<file path="config.mk">
export PLATFORM = sky130hd
export DESIGN_NAME = linear_audio_upsampler_core_flat
export DESIGN_NICKNAME = d
export VERILOG_FILES = /design/src/rtl/lau_pkg.sv /design/src/rtl/lau_in_if.sv /design/src/rtl/lau_out_if.sv /design/src/rtl/linear_audio_upsampler_core.sv /design/src/flat_wrapper.sv
export SDC_FILE = /design/constraint.sdc
export NUM_CORES = 1
export LEC_CHECK = 0
export BUFFER_PORTS_ARGS = -buffer_cell sky130_fd_sc_hd__buf_2
export CAP_MARGIN = 20
export CORE_ASPECT_RATIO = 1.2
export CORE_UTILIZATION = 60
export DETAILED_ROUTE_END_ITERATION = 10
export PLACE_DENSITY = 0.78
export SLEW_MARGIN = 20
export SYNTH_ARGS = -nofsm -noshare
export SYNTH_HDL_FRONTEND = slang
export SYNTH_SLANG_ARGS = --single-unit
</file>
<file path="constraint.sdc">
create_clock -name clk -period 9.9 [get_ports clk]
set_input_delay 1.98 -clock clk [delete_from_list [all_inputs] [get_ports clk]]
set_output_delay 1.98 -clock clk [all_outputs]
set_load 0.01 [all_outputs]
</file>
<file path="src/rtl/lau_pkg.sv">
// Package for the linear audio upsampler: sample types, register indexes,
// ratio codes and the small arithmetic helpers. Depends on nothing.
package lau_pkg;

  localparam int unsigned SampleWidth = 16;
  localparam int unsigned MaxRun      = 8;
  localparam int unsigned MaxFactor   = 4;
  localparam int unsigned CfgIdxWidth = 2;
  localparam int unsigned CfgDataWidth = 2;

  typedef logic [SampleWidth-1:0]        sample_t;
  typedef logic signed [SampleWidth-1:0] value_t;
  typedef logic [$clog2(MaxRun+1)-1:0]   count_t;
  typedef logic [$clog2(MaxFactor+1)-1:0] factor_t;

  // Register indexes of the configuration port.
  localparam logic [CfgIdxWidth-1:0] RegUpsampleMode = 2'd0;
  localparam logic [CfgIdxWidth-1:0] RegSourceWide   = 2'd1;
  localparam logic [CfgIdxWidth-1:0] RegDestWide     = 2'd2;

  // Rate ratio codes.
  typedef enum logic [1:0] {
    MODE_1X  = 2'd0,
    MODE_2X  = 2'd1,
    MODE_4X  = 2'd2,
    MODE_RSV = 2'd3
  } mode_t;

  localparam logic [7:0] NarrowOffset = 8'h80;

  // Number of results in one interpolated run for a given mode.
  function automatic factor_t factor_of(input mode_t mode);
    factor_t f;
    case (mode)
      MODE_2X: f = factor_t'(2);
      MODE_4X: f = factor_t'(4);
      default: f = factor_t'(1);
    endcase
    return f;
  endfunction

  // Raw sample bits interpreted in the output domain.
  function automatic value_t sample_value(input sample_t raw, input logic src_wide,
                                          input logic dst_wide);
    value_t v;
    if (src_wide) begin
      v = value_t'(raw);
    end else if (dst_wide) begin
      v = value_t'({raw[7:0] ^ NarrowOffset, 8'h00});
    end else begin
      v = value_t'({8'h00, raw[7:0]});
    end
    return v;
  endfunction

  // Floor of the mean of two values: arithmetic shift of the widened sum.
  function automatic value_t avg2(input value_t a, input value_t b);
    logic signed [SampleWidth:0] s;
    s = {a[SampleWidth-1], a} + {b[SampleWidth-1], b};
    return value_t'(s >>> 1);
  endfunction

endpackage

</file>
<file path="src/rtl/lau_in_if.sv">
// Request channel of the linear audio upsampler: valid/ready, one sample and a last flag.
// Depends on lau_pkg for the sample type.
interface lau_in_if import lau_pkg::*; ();
  logic    valid;
  logic    ready;
  sample_t sample_in;
  logic    last_in;

  modport source (output valid, output sample_in, output last_in, input ready);
  modport sink   (input valid, input sample_in, input last_in, output ready);
endinterface

</file>
<file path="src/rtl/lau_out_if.sv">
// Result channel of the linear audio upsampler: valid/ready, a sample and the
// run and stream end flags. Depends on lau_pkg for the sample type.
interface lau_out_if import lau_pkg::*; ();
  logic    valid;
  logic    ready;
  sample_t sample_out;
  logic    run_end;
  logic    stream_end;

  modport source (output valid, output sample_out, output run_end, output stream_end,
                  input ready);
  modport sink   (input valid, input sample_out, input run_end, input stream_end,
                  output ready);
endinterface

</file>
<file path="src/rtl/linear_audio_upsampler_core.sv">
// Linear audio upsampler core. Each request carries one sample, either an unsigned
// byte or a signed 16-bit word, and is taken into an input register whenever that
// register is empty or about to hand its contents on, so requests may arrive in
// consecutive cycles. From the input register one short stage of logic builds the
// whole result run (up to eight samples) and loads it into an output shift register
// that drains one result per cycle while the receiver is ready. A request that
// continues a stream yields one, two or four results for 1x, 2x and 4x, and twice
// that when it is also marked last. The first request of a stream yields none,
// unless it is also marked last, in which case it yields only the one, two or four
// copies of itself. The sustained rate is therefore set by the output shift
// register, which takes a new run only when empty or as the last result of its run leaves.
// Depends on lau_pkg, lau_in_if and lau_out_if.
module linear_audio_upsampler_core
  import lau_pkg::*;
(
  input  logic                    clk,
  input  logic                    rst_n,
  lau_in_if.sink                  in_ch,
  lau_out_if.source               out_ch,
  input  logic                    cfg_we,
  input  logic [CfgIdxWidth-1:0]  cfg_index,
  input  logic [CfgDataWidth-1:0] cfg_data
);

  // Config registers. Writes must arrive only while the block is idle; the user's duty.
  mode_t mode_r;
  logic  src_wide_r;
  logic  dst_wide_r;

  // Stream state: the raw bits of the previous request and whether one is held.
  sample_t prev_r;
  logic    have_prev_r;

  // Input register: the request together with everything needed to build its
  // run, so the configuration and the stream state are captured at acceptance.
  logic    a_valid_r;
  sample_t a_raw_r;
  logic    a_last_r;
  sample_t a_prev_r;
  logic    a_have_r;
  mode_t   a_mode_r;
  logic    a_src_r;
  logic    a_dst_r;

  // Output shift register: the pending results, head at index zero.
  logic    b_valid_r;
  sample_t run_r [MaxRun];
  count_t  rem_r;
  logic    b_last_r;

  logic    in_fire;
  logic    out_fire;
  logic    b_free;
  logic    a_move;

  value_t  p_val;
  value_t  c_val;
  value_t  mid_val;
  value_t  lead [MaxFactor];
  sample_t run_nxt [MaxRun];
  factor_t fac;
  count_t  cnt_nxt;

  // The output stage can take a new run when empty or when its final result
  // leaves in this cycle; the input stage moves on under the same condition.
  assign out_fire = out_ch.valid && out_ch.ready;
  assign b_free   = !b_valid_r || (out_fire && (rem_r == count_t'(1)));
  assign a_move   = a_valid_r && b_free;
  assign in_ch.ready = !a_valid_r || a_move;
  assign in_fire  = in_ch.valid && in_ch.ready;

  assign out_ch.valid      = b_valid_r;
  assign out_ch.sample_out = run_r[0];
  assign out_ch.run_end    = rem_r == count_t'(1);
  assign out_ch.stream_end = b_last_r && (rem_r == count_t'(1));

  // Run construction. The lead part interpolates from the previous sample
  // toward the current one; any further entries are copies of the current
  // sample, which is exactly the tail that a last request appends.
  always_comb begin
    fac     = factor_of(a_mode_r);
    p_val   = sample_value(a_prev_r, a_src_r, a_dst_r);
    c_val   = sample_value(a_raw_r, a_src_r, a_dst_r);
    mid_val = avg2(p_val, c_val);
    lead[0] = p_val;
    if (a_mode_r == MODE_4X) begin
      lead[1] = avg2(p_val, mid_val);
      lead[2] = mid_val;
      lead[3] = avg2(mid_val, c_val);
    end else begin
      lead[1] = mid_val;
      lead[2] = mid_val;
      lead[3] = mid_val;
    end
    for (int k = 0; k < MaxRun; k++) begin
      if (a_have_r && (k < int'(fac))) begin
        run_nxt[k] = sample_t'(lead[k % MaxFactor]);
      end else begin
        run_nxt[k] = sample_t'(c_val);
      end
    end
    cnt_nxt = (a_have_r ? count_t'(fac) : count_t'(0)) +
              (a_last_r ? count_t'(fac) : count_t'(0));
  end

  // Configuration and stream state. A wide source forces wide results, and
  // that forcing sticks in the destination register once a request is seen.
  always_ff @(posedge clk) begin
    if (!rst_n) begin
      mode_r      <= MODE_1X;
      src_wide_r  <= 1'b0;
      dst_wide_r  <= 1'b1;
      prev_r      <= '0;
      have_prev_r <= 1'b0;
    end else begin
      if (cfg_we) begin
        case (cfg_index)
          RegUpsampleMode: mode_r     <= mode_t'(cfg_data[1:0]);
          RegSourceWide:   src_wide_r <= cfg_data[0];
          RegDestWide:     dst_wide_r <= cfg_data[0];
          default: ;
        endcase
      end else if (in_fire && src_wide_r) begin
        dst_wide_r <= 1'b1;
      end
      if (in_fire) begin
        prev_r      <= in_ch.sample_in;
        have_prev_r <= !in_ch.last_in;
      end
    end
  end

  // Input register.
  always_ff @(posedge clk) begin
    if (!rst_n) begin
      a_valid_r <= 1'b0;
    end else if (in_fire) begin
      a_valid_r <= 1'b1;
    end else if (a_move) begin
      a_valid_r <= 1'b0;
    end
  end

  always_ff @(posedge clk) begin
    if (in_fire) begin
      a_raw_r  <= in_ch.sample_in;
      a_last_r <= in_ch.last_in;
      a_prev_r <= prev_r;
      a_have_r <= have_prev_r;
      a_mode_r <= mode_r;
      a_src_r  <= src_wide_r;
      a_dst_r  <= dst_wide_r | src_wide_r;
    end
  end

  // Output shift register. A request that yields no result leaves it empty.
  always_ff @(posedge clk) begin
    if (!rst_n) begin
      b_valid_r <= 1'b0;
      rem_r     <= '0;
      b_last_r  <= 1'b0;
    end else if (a_move) begin
      b_valid_r <= cnt_nxt != count_t'(0);
      rem_r     <= cnt_nxt;
      b_last_r  <= a_last_r;
    end else if (b_free) begin
      b_valid_r <= 1'b0;
      rem_r     <= '0;
    end else if (out_fire) begin
      rem_r <= rem_r - count_t'(1);
    end
  end

  always_ff @(posedge clk) begin
    if (a_move) begin
      for (int k = 0; k < MaxRun; k++) begin
        run_r[k] <= run_nxt[k];
      end
    end else if (out_fire) begin
      for (int k = 0; k < MaxRun - 1; k++) begin
        run_r[k] <= run_r[k+1];
      end
    end
  end

  // A held result always has at least one and at most eight entries left to deliver.
  a_rem_nonzero: assert property (@(posedge clk) disable iff (!rst_n)
    b_valid_r |-> (rem_r != count_t'(0)) && (rem_r <= count_t'(MaxRun)))
    else $error("result pending with an empty or overfull run");

  // The stream end flag only ever marks the end of a run.
  a_stream_end_in_run: assert property (@(posedge clk) disable iff (!rst_n)
    out_ch.valid && out_ch.stream_end |-> out_ch.run_end)
    else $error("stream end outside the end of a run");

  // A last request closes the stream, so the next request starts afresh.
  a_last_clears: assert property (@(posedge clk) disable iff (!rst_n)
    in_fire && in_ch.last_in |=> !have_prev_r)
    else $error("stream state kept after a last request");

  // A blocked input register keeps its request.
  a_hold_input: assert property (@(posedge clk) disable iff (!rst_n)
    a_valid_r && !b_free |=> a_valid_r && $stable(a_raw_r))
    else $error("input register lost a stalled request");

endmodule

</file>
<file path="src/flat_wrapper.sv">
// flat-port wrapper written by rule: the top's interface ports become plain ports
module linear_audio_upsampler_core_flat import lau_pkg::*;
  (clk, rst_n, cfg_we, cfg_index, cfg_data, in_ch_valid, in_ch_sample_in, in_ch_last_in, in_ch_ready, out_ch_valid, out_ch_sample_out, out_ch_run_end, out_ch_stream_end, out_ch_ready);
  lau_in_if in_ch_i ();
  lau_out_if out_ch_i ();
  input  logic clk;
  input  logic rst_n;
  input  logic cfg_we;
  input  logic [CfgIdxWidth-1:0] cfg_index;
  input  logic [CfgDataWidth-1:0] cfg_data;
  input wire logic [$bits(in_ch_i.valid)-1:0] in_ch_valid;
  input wire logic [$bits(in_ch_i.sample_in)-1:0] in_ch_sample_in;
  input wire logic [$bits(in_ch_i.last_in)-1:0] in_ch_last_in;
  output wire logic [$bits(in_ch_i.ready)-1:0] in_ch_ready;
  output wire logic [$bits(out_ch_i.valid)-1:0] out_ch_valid;
  output wire logic [$bits(out_ch_i.sample_out)-1:0] out_ch_sample_out;
  output wire logic [$bits(out_ch_i.run_end)-1:0] out_ch_run_end;
  output wire logic [$bits(out_ch_i.stream_end)-1:0] out_ch_stream_end;
  input wire logic [$bits(out_ch_i.ready)-1:0] out_ch_ready;
  assign in_ch_i.valid = in_ch_valid;
  assign in_ch_i.sample_in = in_ch_sample_in;
  assign in_ch_i.last_in = in_ch_last_in;
  assign in_ch_ready = in_ch_i.ready;
  assign out_ch_valid = out_ch_i.valid;
  assign out_ch_sample_out = out_ch_i.sample_out;
  assign out_ch_run_end = out_ch_i.run_end;
  assign out_ch_stream_end = out_ch_i.stream_end;
  assign out_ch_i.ready = out_ch_ready;
  linear_audio_upsampler_core u_core (.clk(clk), .rst_n(rst_n), .in_ch(in_ch_i), .out_ch(out_ch_i), .cfg_we(cfg_we), .cfg_index(cfg_index), .cfg_data(cfg_data));
endmodule
</file>
==> flow_summary_export.csv <==
group,metric,value,unit
routing,post_drt_wl_per_cell,19.5,um
finish,instances_no_fill,1573,
die,die-area,0.0204,mm2
global_routing,grt_max_degree,100,
sta,finalHoldViolCount,0,
setup_path,crit_type,"reg2reg",
power,p_leak,5.06,nW
placement,dpl_worst_slack,4060,ps
cts,cts_made_buffers,17,
sta,setup_viol,0,
die,die_h,156,um
finish,final_cell_mix,"194 x nand2_1, 166 x edfxtp_1, 164 x a21oi_1",
setup_path,crit_fanout,32,
placement,routabilityCongestion,0.997,
routing,postRouteAntennaNets,0,
power,internal-power,1.60,mW
sta,fin_tns_setup,0,ps
sta,finalWorstSetupSlack,3850,ps
cts,cts.repair.resized,0,
power,combPwrFrac,0.254,
logic_synthesis,dominantRegCellSynth,"edfxtp_1",
global_routing,grt_antenna_before_repair,1,
job,drv_cap,0,
sta,finalCriticalPeriod,6050,ps
finish,post-route-util,0.656,
status,status,"finished, final reports clean",
die,ioPinCount,46,
power,sw_frac_of_total,0.309,
power,pwr-share-clk,0.312,
placement,dp_cells,1541,
routing,vias,9903,
cts,numClockSinks,194,
logic_synthesis,syn_nets,1392,
die,core,0.0195,mm2
logic_synthesis,syn-mean-instance-area,9.06,um2
sta,max_freq,0.165,GHz
cts,insertion_delay,440,ps
global_routing,grt_pass1_wl,48900,um
logic_synthesis,synth-compound-area-share,0.220,
logic_synthesis,syn_area,0.0119,mm2
cts,cts_max_level,4,
routing,drc_errors,0,
logic_synthesis,synth_seq_area_share,0.466,
sta,hold_slack,429,ps
logic_synthesis,yosys_warnings,0,
setup_path,crit_path_start_kind,"register",
finish,area_growth,7.38,%
min_path,min_path_type,"reg2reg",
sta,drv_slew,0,
cts,clockBufferDepth,2,
logic_synthesis,synth_top_family_by_area,"compound AO/OA/AOI/OAI gates",
finish,final_common_cell,"nand2_1",
placement,dp_hpwl,21100,um
sta,period_share,0.611,
power,peakVddDrop,140,uV
logic_synthesis,async_flop_share,0,
global_routing,overflow,0,
die,start_util,0.610,
sta,skew,10.3,ps
power,power,2.31,mW
placement,placed_cell_area,0.0122,mm2
logic_synthesis,yosys.area_share.simple,0.165,
die,fp.dieW,131,um
finish,layout-drive-gt1-share,0.0945,
cts,post-cts-setup-buffers,0,
logic_synthesis,synthCells,1313,
cts,cts.clk_slew.worst_paths,70,ps
power,pwr-share-seq,0.435,
global_routing,track_usage,0.318,
cts,cts_tree,"yes",
power,p_switching,0.715,mW
finish,antenna_cells_inserted,0,
placement,port_buffers,45,
die,fp-row-count,56,
setup_path,crit_path_end_kind,"register",
setup_path,arrival,6350,ps
logic_synthesis,synth_edf_count,166,
sta,worstMarginPinSlew,1120,ps
logic_synthesis,synth.area.mux_share,0.0110,
logic_synthesis,synth_cell_types,87,
setup_path,required,10210,ps
finish,fin_nets,1378,
routing,dr.pass1.iters,5,
power,p_per_area,181,mW/mm2
finish,nFillCells,1632,
sta,rsz0062_at_grt,"no",
finish,postLayoutCellArea,0.0128,mm2
logic_synthesis,synth-seq-cells,194,
routing,vias_per_cell,6.30,
logic_synthesis,synth_fa_ha_area_frac,0.0594,
cts,ctsRootBufferMaster,"clkbuf_16",
logic_synthesis,synthXorXnorAreaFrac,0.0257,
routing,drtIter0Drc,1140,
global_routing,grt_pass1_vias,9327,
sta,relSlewSlack,0.251,
cts,hold_buffers,0,
routing,wl,30600,um
[area by class of cell]
class | instances | area (um2) | area share
inverters | 53 | 199 | 0.0156
clock inverters | 11 | 155 | 0.0122
flip-flops and latches | 194 | 5550 | 0.434
well taps | 261 | 327 | 0.0256
repair buffers | 58 | 323 | 0.0253
multi-input cells | 975 | 5760 | 0.451
clock buffers | 21 | 460 | 0.0361
[flip-flops by register name, summed over array words and instances (netlist names), 2 cells and up]
name / cells
u_core.mode_r: 2
u_core.a_prev_r: 16
u_core.run_r: 128
u_core.a_mode_r: 2
u_core.prev_r: 16
u_core.rem_r: 4
u_core.a_raw_r: 16
[cell families (layout without fill, tap and decap cells)]
logic type               after synthesis  in the layout
adder cells (fa/ha/maj)               55             55
multiplexers                          13             13
AO/OA/AOI/OAI                        424            424
XOR/XNOR                              34             34
buffers and inverters                144            143
AND/OR/NAND/NOR                      449            449
flip-flops                           194            194
[worst max-delay path, cell delays in order, from the launching register on]
cell and delay [ps]:
edfxtp_1 730, nand2b_1 180, buf_4 300, nand2_1 200, inv_1 190, ha_1 220
maj3_2 240, a32oi_2 90, nor4_1 640, a211oi_1 130, xor2_1 390, inv_1 110
ha_1 270, o41ai_1 850, a21oi_1 200, nor4_1 420, o21ai_0 160, o21ai_0 300
o21ai_0 150, nand2_1 110
[power groups by stage]
| stage | combinational [mW] | clock (mW) | sequential [mW] |
|---|---|---|---|
| 2_1_floorplan | 0.445 | 0 | 1.02 |
| 3_3_place_gp | 0.557 | 0 | 1.02 |
| 3_5_place_dp | 0.569 | 0 | 1.02 |
| 4_1_cts | 0.573 | 0.725 | 1.00 |
| 5_1_grt | 0.645 | 0.757 | 1.01 |
| 6_report | 0.587 | 0.721 | 1.01 |
[final timing paths]
path	from	endpoint	slack [ps]	cells after the start
setup reg to reg	u_core.a_src_r	u_core.run_r[1][29]	3850	19
setup / recovery	u_core.a_src_r	u_core.run_r[1][29]	3850	19
hold / removal	u_core.prev_r[1]	u_core.a_prev_r[1]	430	0
hold reg to reg	u_core.prev_r[1]	u_core.a_prev_r[1]	430	0
[cell usage after synthesis (all sizes together), types with 5 or more instances]
cell type / number / share of area
o21a: 12 / 0.0076
a21boi: 20 / 0.013
and2: 19 / 0.010
nor2b: 10 / 0.0053
o41ai: 5 / 0.0056
nand3b: 5 / 0.0032
ha: 50 / 0.053
nand2: 194 / 0.061
nor4: 5 / 0.0026
o31ai: 6 / 0.0038
a211oi: 8 / 0.0055
edfxtp: 166 / 0.42
inv: 51 / 0.016
nand2b: 9 / 0.0047
a21o: 19 / 0.012
nand3: 18 / 0.0076
o211ai: 7 / 0.0048
nor3: 14 / 0.0063
xor2: 13 / 0.010
a31oi: 19 / 0.010
o21ai: 105 / 0.045
a22oi: 13 / 0.0086
clkbuf: 60 / 0.019
nor2: 150 / 0.048
mux2i: 12 / 0.010
or2: 6 / 0.0032
a21oi: 165 / 0.069
dfxtp: 28 / 0.047
xnor2: 21 / 0.015
buf: 31 / 0.017
[per-layer routing]
| metal | up-vias | track usage | routed length [um] |
|---|---|---|---|
| met5 | - | 0 | 13 |
| met1 | 4586 | 0.426 | 12700 |
| met3 | 110 | 0.0479 | 2470 |
| li1 | 4685 | - | - |
| met2 | 520 | 0.496 | 14000 |
| met4 | 2 | 0.169 | 1420 |
(Power assumes the default switching activity.)
